<file path="config.mk">
export PLATFORM = sky130hd
export DESIGN_NAME = ffca_ram
export DESIGN_NICKNAME = d
export VERILOG_FILES = /design/src/hdl/ffca_ram.sv
export SDC_FILE = /design/constraint.sdc
export NUM_CORES = 1
export LEC_CHECK = 0
export BUFFER_PORTS_ARGS = -buffer_cell sky130_fd_sc_hd__buf_4
export CAP_MARGIN = 10
export CORE_AREA = 2 2 106 108
export CTS_BUF_LIST = sky130_fd_sc_hd__clkbuf_8
export DETAILED_ROUTE_END_ITERATION = 12
export DIE_AREA = 0 0 108 110
export PLACE_DENSITY = 0.63
export SLEW_MARGIN = 25
export SYNTH_ARGS = -nofsm -noshare
export SYNTH_HDL_FRONTEND = slang
export SYNTH_SLANG_ARGS = --single-unit
</file>
<file path="constraint.sdc">
create_clock -name clk -period 3.5 [get_ports clk]
set_clock_uncertainty 0.1 [all_clocks]
set_input_delay 0 -clock clk [delete_from_list [all_inputs] [get_ports clk]]
set_output_delay 0 -clock clk [all_outputs]
set_load 0.05 [all_outputs]
</file>
<file path="src/hdl/ffca_ram.sv">
// ffca_ram: generic single-write, single-read synchronous ram with registered
// read data
// no dependencies
module ffca_ram #(
  parameter int WIDTH = 8,
  parameter int DEPTH = 16
) (
  input  logic                     clk,
  input  logic                     wr_en,
  input  logic [$clog2(DEPTH)-1:0] wr_addr,
  input  logic [WIDTH-1:0]         wr_data,
  input  logic                     rd_en,
  input  logic [$clog2(DEPTH)-1:0] rd_addr,
  output logic [WIDTH-1:0]         rd_data
);

  logic [WIDTH-1:0] mem [DEPTH];

  always_ff @(posedge clk) begin
    if (wr_en) begin
      mem[wr_addr] <= wr_data;
    end
    if (rd_en) begin
      rd_data <= mem[rd_addr];
    end
  end

endmodule

</file>
; ---- Yosys cells after proc, flatten, opt, wreduce, memory -nomap -nowiden
; Memories as Yosys holds them, arrays and structs flattened. A register that Yosys moved wholly into a read port is not among the register bits.
; Cells that the tools add are included.
[op_classes]
mux = 2
[ops]
columns = op, count
row1 = 1-bit two-way mux, 2
[word_totals]
register_bits = 0
mem_bits_rw = 128
output_inout_bits = 8
elab_cells = 3
memories = 1
[mem_list]
columns = memory, depth, width, rd, rd_clocked_by_memory_dff, wr, line
row1 = mem, 16, 8, 1, 1, 1, 17  ; logic [WIDTH-1:0] mem [DEPTH];

; ---- Depth between registers and ports, before layout
[logic_depth]
ltp_word = 2
mapped_depth = 5
ltp_nobuf = 3

; ---- Least setup slack after synthesis
; No wires, ideal clock.
[synth_timing]
kind = input to register
start = input wr_addr[2]
end = memory mem[0][0], enable pin
setup_ns = 0.383
arrival_ns = 1.110
slack_ns = 1.907
path_stages = 2
path_buffers = 0
path_cell_list = or3b_2 -> nor3_1
[synth_lines]
columns = item, line
row1 = from (decl), 10  ; input logic [$clog2(DEPTH)-1:0] wr_addr,
row2 = to (decl), 17
; Straight into the memory's write port.

; ---- Worst setup path in the final report
[layout_timing]
start = input wr_addr[1]
end = memory mem[8][3], enable pin
; Straight into the memory's write port.

==> out/qor.yml <==
run_status:
  status: "completed"
floorplan:
  die_width_um: 108
  start_util: 0.489
  die-area_mm2: 0.0119
  row_count: 38
  io_pins: 27
  core_mm2: 0.0107
  die_h_um: 110
worst_hold_path:
  hold_class: "primary input to register"
  whs_endpoint: "mem[0][4]"
  holdPathStages: 4
  min-delay-start: "wr_addr[2]"
yosys:
  syn_inst: 229
  yosysUniqueCellTypes: 18
  syn_area_per_cell_um2: 22.8
  syn_nets: 248
  ys_ff_latch: 136
  ys_seq_area_frac: 0.781
  netlist_area_mm2: 0.00523
  yosysWarnings: 0
critical_path:
  cp_top_family: "buffers and inverters"
  regToRegEndpoint: "rd_data[4]"
  critPathArrivalTime_ns: 1.74
  path_class: "primary input to register"
  path_max_fanout: 8
  worstPathRequired_ns: 3.47
  r2r-start: "mem[9][4]"
  path_buf_inv: 3
  rr_worst_depth: 3
  cp_slowest_stage_delay_ns: 0.89
  cpMostUsedCell: "dlygate4sd3_1"
  start_kind: "primary input"
  crit_slowest_cell: "dlygate4sd3_1"
  crit_path_cell_trace: "dlygate4sd3_1 -> buf_4 -> nor3_2 -> dlygate4sd3_1"
  end_kind: "register"
  r2r_setup_slack_ns: 1.86
cells_and_area:
  final_area_mm2: 0.00599
  num_antenna_cells: 0
  finalNetCount: 298
  area_delta_synth_final_pct: 14.6
  fin_cells: 429
  num-fill-cells: 837
  utilization: 0.560
  drive_gt1_frac: 0.239
sta:
  slew_violations: 0
  worst_slew_pin_slew_ns: 0.935
  fin_crit_sh: 0.505
  finalSetupViolCount: 0
  hold_viol: 0
  setup_ws_ns: 1.73
  max_freq_mhz: 565
  rsz0062_at_grt: "no"
  hold_ws_ns: 0.114
  slew_headroom: 0.374
  finalCriticalPeriod_ns: 1.77
  tns_ns: 0
route:
  drt_pre_antenna_iters: 4
  wl_met3_um: 553
  routed_wl_mm: 9.65
  dr.first_iter.drc_count: 171
  met1_length_mm: 4.01
  top_layer: "met4"
  wl_per_cell_um: 22.5
  vias: 2405
  wl_met2_mm: 5.01
  drc: 0
  ant_nets: 0
  vias_per_cell: 5.61
place:
  placed_cell_area_mm2: 0.00554
  gp_congestion: 0.685
  dp_slack_ns: 1.52
  numPortBuffers: 26
  dpl.cell_count: 388
  dp_hpwl_mm: 5.93
clock_network:
  insertion_delay_ns: 0.44
  cts_tree: "built"
  clock_sinks: 136
  cts_resized: 0
  cts.clk_slew.worst_paths_ns: 0.06
  clockBufferDepth: 2
  cts_buffers: 17
  clock-root-buffer: "clkbuf_8"
  cts.htree.levels: 4
grt:
  gr-total-overflow: 0
  grt_usage: 0.181
  antenna_found_initial: 0
  grt_pass1_vias: 2441
  grt_pass1_wl_mm: 14.4
  grt_max_degree: 33
power:
  ir_drop_mv: 0.212
  power_mw: 3.16
  p_per_area_mw_per_mm2: 528
  power.leakage_nw: 1.99
run:
  cap_violations: 0
-- worst reg2reg max path, cell delays in order, from the launching register on --
cell,delay (ns)
edfxtp_1,0.37
mux4_1,0.50
a22oi_1,0.31
nand2_1,0.10
-- cell usage in the layout (no fill, tap or decap) --
cell type      synthesis  routed
a22oi_1               16      16
and2_1                 1       1
and2b_1                1       1
buf_4                  1      29
bufinv_16              0       2
clkbuf_8               0      17
clkinv_1               0       4
clkinv_2               0       1
dlygate4sd3_1          0      12
edfxtp_1             136     136
inv_1                  0       5
mux4_1                14      14
mux4_2                18      18
nand2_1                9       9
nand2b_1               2       2
nand3_1                1       1
nand3b_1               2       2
nor2_1                13      13
nor2b_1                1       1
nor3_1                 4       3
nor3_2                 0       1
or3b_2                 1       1
-- cells in the mapped netlist --
| library cell | count | area [µm²] |
|---|---|---|
| nor2b_1 | 1 | 6.26 |
| mux4_2 | 18 | 405 |
| or3b_2 | 1 | 8.76 |
| nand2b_1 | 2 | 12.5 |
| a22oi_1 | 16 | 120 |
| and2_1 | 1 | 6.26 |
| mux4_1 | 14 | 368 |
| and2b_1 | 1 | 7.51 |
| nand3_1 | 1 | 5.00 |
| nand3b_1 | 2 | 15.0 |
| buf_2 | 3 | 15.0 |
| buf_4 | 1 | 7.51 |
| nor2_1 | 13 | 48.8 |
| clkdlybuf4s25_2 | 3 | 30.0 |
| edfxtp_1 | 136 | 4080 |
| buf_6 | 3 | 33.8 |
| nor3_1 | 4 | 20.0 |
| nand2_1 | 9 | 33.8 |
-- metal layers --
layer | global-route usage | up-vias
li1 | - | 1073
met1 | 0.241 | 1251
met2 | 0.290 | 74
met3 | 0.0600 | 7
met4 | 0.0549 | 0
met5 | 0 | -
-- where the power goes --
group | internal, mW | switching [mW]
registers | 1.83 | 0.0103
clock network | 0.595 | 0.521
logic | 0.0823 | 0.120
total | 2.51 | 0.651
-- worst max-delay path by stage --
stage | cells after the start | endpoint | start | slack, ns
finish | 4 | mem[8][3] | wr_addr[1] | 1.73
global route | 4 | mem[8][5] | wr_addr[1] | 1.68
floorplan | 2 | mem[0][0] | wr_addr[2] | 1.91
global placement | 4 | rd_data[4] | rd_addr[0] | 1.54
detailed placement | 4 | rd_data[4] | rd_addr[0] | 1.52
CTS | 4 | mem[8][3] | wr_addr[1] | 1.72
-- what timing repair did --
action,CTS,global route
endpoints found under the hold margin,168,0
hold buffers,12,0
setup buffers,0,0
-- area by class of cell --
cell class	count	area, µm²	area share
Clock inverter	12	98.8	0.0165
Sequential cell	136	4080	0.682
Tap cell	140	175	0.0292
Clock buffer	17	234	0.0390
Timing Repair Buffer	41	338	0.0564
Multi-Input combinational cell	83	1060	0.177
-- state kept, by name, summed over array words and instances, names as in the netlist --
signal,flops
rd_data,8
mem,128
-- kinds of logic (layout without fill, tap and decap cells) --
kind of cell / count (synthesis) / count (layout) / share of synthesized area
compound gates: 16 / 16 / 0.0230
buf+inv: 10 / 70 / 0.0165
flops: 136 / 136 / 0.781
mux: 32 / 32 / 0.148
simple gates: 35 / 35 / 0.0314
No activity file was read; power rests on OpenSTA's default activity.
